### src/rtl/core/rwcp_pkg.sv
// ----------------------------------------------------------------------------
// rwcp_pkg
// Shared types and codes for the RIFF/WAVE chunk parser.
// ----------------------------------------------------------------------------
package rwcp_pkg;

   // request beat: one raw byte of the file
   typedef struct packed {
      logic [7:0] byte_value;
      logic       last_byte;
   } req_type;

   // response beat: one per request beat
   typedef struct packed {
      logic [2:0]  byte_class;
      logic [7:0]  byte_echo;
      logic [1:0]  error_code;
      logic [15:0] audio_format;
      logic [15:0] num_channels;
      logic [31:0] sample_rate;
      logic [31:0] byte_rate;
      logic [15:0] block_align;
      logic [15:0] bits_per_sample;
      logic        parse_done;
   } rsp_type;

   // parser phases
   localparam logic [2:0] PH_OUTER = 3'd0;
   localparam logic [2:0] PH_SUB   = 3'd1;
   localparam logic [2:0] PH_BODY  = 3'd2;
   localparam logic [2:0] PH_DONE  = 3'd3;
   localparam logic [2:0] PH_HALT  = 3'd4;

   // byte classes
   localparam logic [2:0] CLS_RIFF_HDR = 3'd0;
   localparam logic [2:0] CLS_SUB_HDR  = 3'd1;
   localparam logic [2:0] CLS_FMT      = 3'd2;
   localparam logic [2:0] CLS_DATA     = 3'd3;
   localparam logic [2:0] CLS_OTHER    = 3'd4;
   localparam logic [2:0] CLS_TRAILING = 3'd5;

   // error codes
   localparam logic [1:0] ERR_NONE  = 2'd0;
   localparam logic [1:0] ERR_NOT_RIFF = 2'd1;
   localparam logic [1:0] ERR_TRUNC = 2'd2;
   localparam logic [1:0] ERR_RSVD  = 2'd3;

   // body kinds
   localparam logic [1:0] KIND_OTHER = 2'd0;
   localparam logic [1:0] KIND_FMT   = 2'd1;
   localparam logic [1:0] KIND_DATA  = 2'd2;

   // header geometry
   localparam logic [3:0] ID_LEN        = 4'd4;
   localparam logic [3:0] SUB_HDR_LEN   = 4'd8;
   localparam logic [3:0] OUTER_HDR_LEN = 4'd12;
   localparam logic [4:0] FMT_DECODE_LEN = 5'd16;

   // chunk identifiers, first byte most significant
   localparam logic [31:0] ID_RIFF = 32'h5249_4646;
   localparam logic [31:0] ID_FMT  = 32'h666d_7420;
   localparam logic [31:0] ID_DATA = 32'h6461_7461;

endpackage

### src/rtl/core/riff_wave_chunk_parser.sv
// ----------------------------------------------------------------------------
// riff_wave_chunk_parser
// Byte-wide RIFF/WAVE walker: outer header check, sub-chunk headers, fmt decode.
// ----------------------------------------------------------------------------
// Response: registered; an accepted request beat shows on rsp in the next cycle.
// Throughput: 1 byte per cycle unless rsp_ready stalls; parse state and rsp
//    register both update at the accepting edge, so beats stream back to back.
// Backpressure: req_ready is high while the response register is empty or drains.
// Reset: synchronous, active high; clears the parse state, the fmt fields, the
//    error latch and the response valid.
module riff_wave_chunk_parser (
   input  logic              clock,
   input  logic              reset,
   input  logic              req_valid,
   output logic              req_ready,
   input  rwcp_pkg::req_type req_payload,
   output logic              rsp_valid,
   input  logic              rsp_ready,
   output rwcp_pkg::rsp_type rsp_payload
);
   import rwcp_pkg::*;

   // parse state
   logic [2:0]  phase_ff,      phase_in;
   logic [3:0]  hdr_cnt_ff,    hdr_cnt_in;
   logic [31:0] id_shift_ff,   id_shift_in;
   logic [31:0] size_shift_ff, size_shift_in;
   logic [31:0] outer_left_ff, outer_left_in;   // size field is 32 bits, never grows
   logic [31:0] body_left_ff,  body_left_in;
   logic [4:0]  fmt_off_ff,    fmt_off_in;
   logic [1:0]  kind_ff,       kind_in;
   logic [63:0] fmt_lo_ff,     fmt_lo_in;       // fmt body bytes 0..7
   logic [63:0] fmt_hi_ff,     fmt_hi_in;       // fmt body bytes 8..15
   logic [1:0]  err_ff,        err_in;

   // response register
   logic    rsp_valid_ff, rsp_valid_in;
   rsp_type rsp_data_ff,  rsp_data_in;

   logic       accept;
   logic [2:0] cls;
   logic [3:0] hdr_cnt_inc;
   logic [7:0] b;

   assign req_ready   = !rsp_valid_ff || rsp_ready;
   assign accept      = req_valid && req_ready;
   assign b           = req_payload.byte_value;
   assign hdr_cnt_inc = hdr_cnt_ff + 4'd1;

   always_comb begin
      phase_in      = phase_ff;
      hdr_cnt_in    = hdr_cnt_ff;
      id_shift_in   = id_shift_ff;
      size_shift_in = size_shift_ff;
      outer_left_in = outer_left_ff;
      body_left_in  = body_left_ff;
      fmt_off_in    = fmt_off_ff;
      kind_in       = kind_ff;
      fmt_lo_in     = fmt_lo_ff;
      fmt_hi_in     = fmt_hi_ff;
      err_in        = err_ff;
      cls           = CLS_TRAILING;

      unique case (phase_ff)
         PH_OUTER: begin
            cls        = CLS_RIFF_HDR;
            hdr_cnt_in = hdr_cnt_inc;
            // id + size bytes shift in; form tag bytes count down the outer size
            if (hdr_cnt_ff < SUB_HDR_LEN) begin
               if (hdr_cnt_ff < ID_LEN) begin
                  id_shift_in = {id_shift_ff[23:0], b};
               end else begin
                  size_shift_in = {b, size_shift_ff[31:8]};
               end
            end else if (outer_left_ff != 32'd0) begin
               outer_left_in = outer_left_ff - 32'd1;
            end
            if (hdr_cnt_inc == ID_LEN && id_shift_in != ID_RIFF) begin
               err_in   = ERR_NOT_RIFF;
               phase_in = PH_HALT;
            end else if (hdr_cnt_inc == SUB_HDR_LEN) begin
               outer_left_in = size_shift_in;
            end else if (hdr_cnt_inc >= OUTER_HDR_LEN) begin
               hdr_cnt_in = 4'd0;
               phase_in   = (outer_left_in == 32'd0) ? PH_DONE : PH_SUB;
            end
         end
         PH_SUB: begin
            cls        = CLS_SUB_HDR;
            hdr_cnt_in = hdr_cnt_inc;
            if (hdr_cnt_ff < ID_LEN) begin
               id_shift_in = {id_shift_ff[23:0], b};
            end else begin
               size_shift_in = {b, size_shift_ff[31:8]};
            end
            if (outer_left_ff != 32'd0) begin
               outer_left_in = outer_left_ff - 32'd1;
            end
            if (hdr_cnt_inc >= SUB_HDR_LEN) begin
               body_left_in = size_shift_in;
               if (id_shift_in == ID_FMT) begin
                  // a new fmt chunk restarts the decode from zero
                  kind_in    = KIND_FMT;
                  fmt_off_in = 5'd0;
                  fmt_lo_in  = 64'd0;
                  fmt_hi_in  = 64'd0;
               end else if (id_shift_in == ID_DATA) begin
                  kind_in = KIND_DATA;
               end else begin
                  kind_in = KIND_OTHER;
               end
               if (size_shift_in == 32'd0) begin
                  hdr_cnt_in = 4'd0;
                  phase_in   = (outer_left_in == 32'd0) ? PH_DONE : PH_SUB;
               end else begin
                  phase_in = PH_BODY;
               end
            end
         end
         PH_BODY: begin
            unique case (kind_ff)
               KIND_FMT:  cls = CLS_FMT;
               KIND_DATA: cls = CLS_DATA;
               default:   cls = CLS_OTHER;
            endcase
            if (kind_ff == KIND_FMT && fmt_off_ff < FMT_DECODE_LEN) begin
               if (!fmt_off_ff[3]) begin
                  fmt_lo_in[{fmt_off_ff[2:0], 3'b000} +: 8] = b;
               end else begin
                  fmt_hi_in[{fmt_off_ff[2:0], 3'b000} +: 8] = b;
               end
               fmt_off_in = fmt_off_ff + 5'd1;
            end
            if (outer_left_ff != 32'd0) begin
               outer_left_in = outer_left_ff - 32'd1;
            end
            if (body_left_ff != 32'd0) begin
               body_left_in = body_left_ff - 32'd1;
            end
            if (body_left_in == 32'd0) begin
               hdr_cnt_in = 4'd0;
               phase_in   = (outer_left_in == 32'd0) ? PH_DONE : PH_SUB;
            end
         end
         default: begin
            cls = CLS_TRAILING;   // done or halted: everything is trailing
         end
      endcase

      // end of buffer short of a chunk boundary
      if (req_payload.last_byte && phase_in != PH_DONE && phase_in != PH_HALT) begin
         if (err_in == ERR_NONE) begin
            err_in = ERR_TRUNC;
         end
         phase_in = PH_HALT;
      end
   end

   always_comb begin
      rsp_data_in.byte_class      = cls;
      rsp_data_in.byte_echo       = b;
      rsp_data_in.error_code      = err_in;
      rsp_data_in.audio_format    = fmt_lo_in[15:0];
      rsp_data_in.num_channels    = fmt_lo_in[31:16];
      rsp_data_in.sample_rate     = fmt_lo_in[63:32];
      rsp_data_in.byte_rate       = fmt_hi_in[31:0];
      rsp_data_in.block_align     = fmt_hi_in[47:32];
      rsp_data_in.bits_per_sample = fmt_hi_in[63:48];
      rsp_data_in.parse_done      = (phase_in == PH_DONE);
   end

   assign rsp_valid_in = accept || (rsp_valid_ff && !rsp_ready);

   always_ff @(posedge clock) begin
      if (reset) begin
         phase_ff      <= PH_OUTER;
         hdr_cnt_ff    <= 4'd0;
         id_shift_ff   <= 32'd0;
         size_shift_ff <= 32'd0;
         outer_left_ff <= 32'd0;
         body_left_ff  <= 32'd0;
         fmt_off_ff    <= 5'd0;
         kind_ff       <= KIND_OTHER;
         fmt_lo_ff     <= 64'd0;
         fmt_hi_ff     <= 64'd0;
         err_ff        <= ERR_NONE;
         rsp_valid_ff  <= 1'b0;
      end else begin
         rsp_valid_ff <= rsp_valid_in;
         if (accept) begin
            phase_ff      <= phase_in;
            hdr_cnt_ff    <= hdr_cnt_in;
            id_shift_ff   <= id_shift_in;
            size_shift_ff <= size_shift_in;
            outer_left_ff <= outer_left_in;
            body_left_ff  <= body_left_in;
            fmt_off_ff    <= fmt_off_in;
            kind_ff       <= kind_in;
            fmt_lo_ff     <= fmt_lo_in;
            fmt_hi_ff     <= fmt_hi_in;
            err_ff        <= err_in;
         end
      end
   end

   // payload register, no reset needed
   always_ff @(posedge clock) begin
      if (accept) begin
         rsp_data_ff <= rsp_data_in;
      end
   end

   assign rsp_valid   = rsp_valid_ff;
   assign rsp_payload = rsp_data_ff;

endmodule

### config.mk
export PLATFORM = sky130hd
export DESIGN_NAME = riff_wave_chunk_parser
export DESIGN_NICKNAME = d
export VERILOG_FILES = /design/src/rtl/core/rwcp_pkg.sv /design/src/rtl/core/riff_wave_chunk_parser.sv
export SDC_FILE = /design/constraint.sdc
export NUM_CORES = 1
export LEC_CHECK = 0
export ABC_CLOCK_PERIOD_IN_PS = 18500
export BUFFER_PORTS_ARGS = -buffer_cell sky130_fd_sc_hd__buf_2
export CAP_MARGIN = 15
export CORE_AREA = 2 2 159 223
export CTS_BUF_LIST = sky130_fd_sc_hd__clkbuf_2
export DETAILED_ROUTE_END_ITERATION = 10
export DIE_AREA = 0 0 161 225
export PLACE_DENSITY = 0.81
export SLEW_MARGIN = 20
export SYNTH_ARGS = -nofsm -noshare
export SYNTH_HDL_FRONTEND = slang
export SYNTH_SLANG_ARGS = --single-unit
### constraint.sdc
create_clock -name clock -period 18.5 [get_ports clock]
set_input_delay 4.625 -clock clock [delete_from_list [all_inputs] [get_ports clock]]
set_output_delay 4.625 -clock clock [all_outputs]
set_load 0.02 [all_outputs]
==> impl_metrics.py, run 1 <==
metrics = {
    "status": {
        "status": "complete, no violations",
    },
    "detailed_routing": {
        "drc": 0,
        "wl_per_cell_um": 22.1,
        "drtIter0Drc": 2153,
        "drtAntennaViolNets": 0,
        "vias": 20500,
        "totalWireLength_um": 68900,
        "viasPerCell": 6.59,
        "first_pass_iters": 9,
    },
    "setup_path": {
        "ff2ff_setup_slack_ns": 13.80,
        "crit_type": "primary input to output pin",
        "cpPeakStageDelay_ns": 0.19,
        "setup.worst_path.start_class": "primary input",
        "critPathCapture": "req_ready",
        "cpMaxStageDelayCell": "nand2b_1",
        "setup.worst_path.start": "rsp_ready",
        "cp_cell_sequence": "buf_2 -> nand2b_1 -> buf_2",
        "worstReg2RegEnd": "rsp_payload[130]",
        "path_max_fanout": 6,
        "crit_arrival_ns": 5.10,
        "cp-end-kind": "output pin",
        "r2r-start": "outer_left_ff[0]",
        "worst_ep_required_time_ns": 13.88,
        "crit_top_cell": "buf_2",
        "reg2regPathDepth": 12,
    },
    "yosys": {
        "syn_nets": 2525,
        "synth_top_cell_area_share_pct": 26.0,
        "synthTopCellsByArea": "dfxtp_1 26%, edfxtp_1 20%, nor2_1 6.2%",
        "yosys_most_used_dff": "dfxtp_1",
        "synth_edf_count": 142,
        "ys_ff_latch": 415,
        "synth_area_um2": 21000,
        "syn_inst": 2502,
        "synthArstFlopShare_pct": 0,
        "yosys.area.top_type": "dfxtp_1",
        "seq_area_frac_synth_pct": 46.3,
        "syn-mean-instance-area_um2": 8.40,
        "yosysUniqueCellTypes": 82,
        "yosys_warnings": 0,
    },
    "floorplanning": {
        "io_pins": 157,
        "core_um2": 34000,
        "die_area_um2": 36200,
        "initial_core_util_pct": 61.8,
        "std_cell_rows": 80,
        "die_x_um": 161,
        "dieHeight_um": 225,
    },
    "pwr": {
        "leakage_uw": 0.00829,
        "ir_drop_v": 0.0000515,
        "pwr_density_cell_nw_per_um2": 84.2,
    },
    "sta": {
        "setup_violations": 0,
        "fin_setup_tns_ns": 0,
        "skew_ns": 0.0558,
        "whs_ns": 0.461,
        "max_freq_mhz": 103,
        "relSlewSlack_pct": 24.7,
        "final_hold_viol_count": 0,
        "worst_slew_pin_slew_ns": 1.12,
        "min_period_ns": 9.73,
        "slew_violations": 0,
        "period_share_pct": 52.6,
        "grt_setup_unrepaired": "no",
    },
    "global_route": {
        "overflow": 0,
        "grt_start_max_net_pins": 103,
        "grt_first_pass_wirelength_um": 107000,
        "antenna_found_initial": 1,
        "grt_pass1_vias": 19300,
        "grtUsageTotal_pct": 37.5,
    },
    "place": {
        "dp_hpwl_um": 47100,
        "placed_cells": 2938,
        "port_buffers": 156,
        "gp_congestion": 0.997,
    },
    "finish": {
        "area_growth_pct": 8.31,
        "fin_nets": 2609,
        "layoutNonFillerInstCount": 3113,
        "final_layout_size_suffix_gt1_share_pct": 14.9,
        "mostFrequentLayoutCells": "347 x nor2_1, 327 x nand2_1, 273 x dfxtp_1",
        "final.fill_count": 2861,
        "final_common_cell": "nor2_1",
    },
    "clocking": {
        "cts_buffers": 97,
        "htreeDepth": 3,
        "cts.repair.resized": 0,
        "clock_latency_ns": 1.04,
        "clk_pin_slew_ns": 0.10,
        "clockBufferDepth": 3,
        "cts_tree": "done",
        "cts-hold-fix-buffers": 0,
        "post_cts_buffers": 0,
        "clock-sinks": 415,
        "cts_root_buffer": "clkbuf_2",
    },
    "worst_hold_path": {
        "holdCritPathClass": "flip-flop to flip-flop",
    },
    "job": {
        "max_cap_violations": 0,
    },
}
-- Yosys cell counts (35+ instances only) --
library cell,count
a211oi_1,57
nor2_1,348
nor4_1,41
a22o_1,55
nand4_1,35
mux2i_1,41
a22oi_1,101
nor3_1,82
o21ai_0,162
nand3_1,55
edfxtp_1,142
clkbuf_1,181
dfxtp_1,273
a21oi_1,169
nand2_1,328
-- worst max-delay path, delay by kind of cell --
kind	cells	cell delay, ns
buffers and inverters	2	0.28
AND/OR/NAND/NOR	1	0.19
-- logic make-up (layout without fill, tap and decap cells) --
family                     count (synthesis)  in the layout  synth area share (%)
AOI/OAI and AO/OA                        709            709                  22.0
xor gates and xnor gates                  30             30                  1.25
adders and majority gates                 10             10                 0.595
buffers and inverters                    237            396                  4.37
DFF                                      415            415                  46.3
muxes                                     42             42                  2.01
other                                      0              1                     0
and+or+nand+nor                         1059           1059                  23.5
-- flip-flops by register name, summed over array words and instances, names as in the netlist --
| name | count |
|---|---|
| hdr_cnt_ff | 4 |
| size_shift_ff | 32 |
| outer_left_ff | 32 |
| fmt_lo_ff | 64 |
| err_ff | 2 |
| fmt_off_ff | 5 |
| fmt_hi_ff | 64 |
| kind_ff | 2 |
| phase_ff | 3 |
| body_left_ff | 32 |
| id_shift_ff | 32 |
| rsp_payload | 142 |
| rsp_valid | 1 |
-- power breakdown --
part | internal (µW) | switching (µW)
logic | 91.4 | 227
clock network | 226 | 371
registers | 969 | 32.4
-- per-layer routing --
layer  vias up  track usage [%]  part of all wire [%]
li1       9400                -                     -
met1      9562             41.0                    34
met2      1219             64.9                    49
met3       328             6.11                   8.5
met4         0             29.1                   8.2
met5         -                0                     0
-- how the worst min path moves through the flow --
stage                 endpoint  cells past startpoint       startpoint  slack [ns]
2_1_floorplan        err_ff[1]                      2        err_ff[1]        0.42
3_5_place_dp   id_shift_ff[30]                      2  id_shift_ff[30]        0.45
6_report       id_shift_ff[30]                      2  id_shift_ff[30]        0.46
4_1_cts        id_shift_ff[30]                      2  id_shift_ff[30]        0.46
3_3_place_gp         err_ff[1]                      2        err_ff[1]        0.43
5_1_grt        id_shift_ff[30]                      2  id_shift_ff[30]        0.49
-- stage by stage --
stage	cell area, µm²	worst slack, ns	power [µW]	util (%)
2_1_floorplan	21000	8.29	1230	-
3_3_place_gp	21900	8.77	1330	64.3
3_5_place_dp	21900	8.77	1330	64.3
4_1_cts	22800	8.77	1910	66.9
6_report	22800	8.77	1920	66.9
5_1_grt	22800	8.74	1990	66.9
-- layout make-up --
| class | instances | area (µm²) | area share (%) |
|---|---|---|---|
| inverter | 32 | 125 | 0.550 |
| sequential | 415 | 9730 | 42.7 |
| antenna | 1 | 2.50 | 0.0110 |
| multi-input combinational | 1850 | 10400 | 45.8 |
| clock buffer | 148 | 741 | 3.25 |
| timing repair buffer | 190 | 1040 | 4.59 |
| tap | 451 | 564 | 2.48 |
| clock inverter | 26 | 138 | 0.605 |
No activity file was read; power rests on OpenSTA's default activity.
==> run 2, diff against run 1 <==
--- a/config.mk
+++ b/config.mk
@@ -5,14 +5,15 @@
 export SDC_FILE = /design/constraint.sdc
 export NUM_CORES = 1
 export LEC_CHECK = 0
-export ABC_CLOCK_PERIOD_IN_PS = 18500
+export ABC_AREA = 1
+export ABC_CLOCK_PERIOD_IN_PS = 8900
 export BUFFER_PORTS_ARGS = -buffer_cell sky130_fd_sc_hd__buf_2
 export CAP_MARGIN = 15
-export CORE_AREA = 2 2 159 223
+export CORE_AREA = 2 2 169 238
 export CTS_BUF_LIST = sky130_fd_sc_hd__clkbuf_2
 export DETAILED_ROUTE_END_ITERATION = 10
-export DIE_AREA = 0 0 161 225
-export PLACE_DENSITY = 0.81
+export DIE_AREA = 0 0 171 240
+export PLACE_DENSITY = 0.78
 export SLEW_MARGIN = 20
 export SYNTH_ARGS = -nofsm -noshare
 export SYNTH_HDL_FRONTEND = slang
==> constraint.sdc (replaced) <==
create_clock -name clock -period 8.9 [get_ports clock]
set_input_delay 2.225 -clock clock [delete_from_list [all_inputs] [get_ports clock]]
set_output_delay 2.225 -clock clock [all_outputs]
set_load 0.02 [all_outputs]
==> run 2 against run 1 <==
  * Combinational power grew to 3.0 times the previous value
  * Critical path depth grew 1
  * Synthesized cell count grew 21%
  * Die area grew 13%
  * Synthesized area grew 4.3%
  * Total power grew 130%
  * Sequential power grew 120%
  * Register-to-register slack lost 9.5 ns
==> impl_metrics.py, run 2 <==
metrics = {
    "detailed_routing": {
        "drc": 0,
        "vias": 21700,
        "wl_met3_um": 4700,
        "first_pass_iters": 6,
        "totalWireLength_um": 69700,
        "drtAntennaViolNets": 0,
        "wl_per_cell_um": 18.5,
        "top_layer": "met4",
        "wl_met1_um": 24400,
        "route.met2.wl_um": 33900,
        "viasPerCell": 5.74,
        "drtIter0Drc": 1889,
    },
    "setup_path": {
        "r2r-start": "hdr_cnt_ff[2]",
        "crit_arrival_ns": 2.64,
        "cp_cell_sequence": "buf_2 -> inv_1 -> nand2_1 -> buf_2",
        "crit_type": "primary input to output pin",
        "cpPeakStageDelay_ns": 0.18,
        "path_max_fanout": 3,
        "worst_ep_required_time_ns": 6.68,
        "setup.worst_path.start_class": "primary input",
        "crit_top_cell": "buf_2",
        "cp-end-kind": "output pin",
        "cpMaxStageDelayCell": "buf_2",
        "setup.worst_path.start": "rsp_ready",
    },
    "job": {
        "max_cap_violations": 0,
    },
    "global_route": {
        "grtUsageTotal_pct": 33.7,
        "overflow": 0,
        "antenna_found_initial": 3,
        "grt_pass1_vias": 20700,
        "grt_start_max_net_pins": 192,
        "grt_first_pass_wirelength_um": 108000,
    },
    "finish": {
        "largest_reg_flops": 142,
        "area_growth_pct": 9.24,
        "fin_nets": 3179,
        "final.fill_count": 3642,
        "final_layout_size_suffix_gt1_share_pct": 12.7,
        "final_common_cell": "nand2_1",
        "multi_input_area_um2": 9950,
        "regArea_um2": 9730,
        "mostFrequentLayoutCells": "606 x nand2_1, 435 x inv_1, 341 x nor2_1",
    },
    "yosys": {
        "yosys_warnings": 0,
        "yosys.area.top_type": "dfxtp_1",
        "synth_top_cell_area_share_pct": 24.9,
        "ys_ff_latch": 415,
        "yosysUniqueCellTypes": 46,
        "seq_area_frac_synth_pct": 44.4,
        "syn_nets": 3052,
        "synthArstFlopShare_pct": 0,
        "yosys_most_used_dff": "dfxtp_1",
        "synthTopCellsByArea": "dfxtp_1 25%, edfxtp_1 19%, nand2_1 10%",
        "syn_inst": 3029,
        "syn-mean-instance-area_um2": 7.24,
        "synth.most_common_cell": "nand2_1",
        "synth_edf_count": 142,
        "synth_commonest_cells": "608 x nand2_1, 437 x inv_1, 344 x nor2_1",
        "synth_area_um2": 21900,
    },
    "pwr": {
        "pwr_density_cell_nw_per_um2": 184,
        "leakage_uw": 0.0116,
        "ir_drop_v": 0.0000809,
    },
    "place": {
        "gp_congestion": 1.02,
        "pre_cts_ws_ns": 3.46,
        "port_buffers": 156,
        "dp_hpwl_um": 49600,
    },
    "clocking": {
        "clk_pin_slew_ns": 0.10,
        "cts_root_buffer": "clkbuf_2",
        "post_cts_buffers": 0,
        "cts_buffers": 99,
        "clock-sinks": 415,
        "cts_tree": "done",
        "clock_latency_ns": 1.11,
        "clockBufferDepth": 3,
        "cts.repair.resized": 0,
        "cts-hold-fix-buffers": 0,
        "htreeDepth": 3,
    },
    "sta": {
        "period_share_pct": 54.6,
        "setup_slack_ns": 4.04,
        "setup_violations": 0,
        "grt_setup_unrepaired": "no",
        "max_freq_mhz": 206,
        "slew_violations": 0,
        "fin_setup_tns_ns": 0,
        "worst_slew_pin_slew_ns": 1.11,
        "min_period_ns": 4.86,
        "relSlewSlack_pct": 25.8,
        "final_hold_viol_count": 0,
        "skew_ns": 0.0855,
    },
    "floorplanning": {
        "dieHeight_um": 240,
        "core_um2": 39000,
        "std_cell_rows": 86,
        "die_area_um2": 41000,
        "io_pins": 157,
        "die_x_um": 171,
        "initial_core_util_pct": 56.3,
    },
    "worst_hold_path": {
        "holdCritStartpoint": "id_shift_ff[25]",
        "holdCritPathClass": "flip-flop to flip-flop",
    },
    "status": {
        "status": "complete, no violations",
    },
}
[run 2: cell types whose count changed in the layout (fill, tap and decap cells not counted), sizes merged, moves of 29 or more]
cell / previous run / this run
a211oi: 57 / 1
a21oi: 169 / 243
a221oi: 4 / 33
a22o: 55 / 0
a22oi: 102 / 51
inv: 33 / 445
mux2i: 41 / 10
nand2: 328 / 608
nand3: 55 / 126
nor3: 82 / 21
nor4: 45 / 12
o211ai: 11 / 56
o21ai: 172 / 299
[run 2: path summary, 6_finish.rpt]
| check | end | slack (ns) | cells past startpoint |
|---|---|---|---|
| worst min-delay path | id_shift_ff[25] | 0.47 | 2 |
| worst max register to register | fmt_lo_ff[31] | 4.27 | 16 |
| worst min register to register | id_shift_ff[25] | 0.47 | 2 |
| worst max-delay path | req_ready | 4.04 | 4 |
[run 2: cells by family (layout without fill, tap and decap cells)]
family	count (synthesis)	after routing	share of synthesized area (%)
AO/OA/AOI/OAI	782	782	20.8
XOR/XNOR	36	36	1.44
adder cells (fa/ha/maj)	10	10	0.571
buffers and inverters	600	811	10.4
flip-flops	415	415	44.4
multiplexers	10	10	0.457
other	0	6	0
AND/OR/NAND/NOR	1176	1176	22.0
[run 2: through the flow]
step	instance area, µm²	power [µW]	hold slack, ns	utilization, %	cells
after floorplan	21900	2870	0.425	-	3029
after global placement	23000	3130	0.438	59.0	3583
after detailed placement	23000	3150	0.458	59.0	3583
after CTS	23900	4420	0.471	61.4	3768
after global routing	23900	4640	0.508	61.5	3771
final	23900	4420	0.472	61.5	3774
[run 2: layout make-up]
class / count / share of cell area [%]
clock buffers: 154 / 3.22
repair buffers: 181 / 4.07
clock inverters: 31 / 0.632
inverters: 445 / 7.05
multi-input cells: 2014 / 41.6
well taps: 528 / 2.76
flip-flops and latches: 415 / 40.6
diodes: 6 / 0.0627
[run 2: metal layers]
metal | GRT usage (%) | up-vias
met3 | 5.70 | 305
met5 | 0 | -
met4 | 30.0 | 0
li1 | - | 10400
met2 | 58.0 | 1015
met1 | 35.1 | 9975
[run 2: critical path: cells and delay by family]
kind          cells  cell delay, ns
buf+inv           3            0.32
simple gates      1            0.09
[run 2: power by group]
group | total, µW | switching, µW | internal (µW)
Clock | 1280 | 812 | 472
Sequential | 2190 | 82.1 | 2110
Combinational | 944 | 661 | 283
Total | 4420 | 1550 | 2860
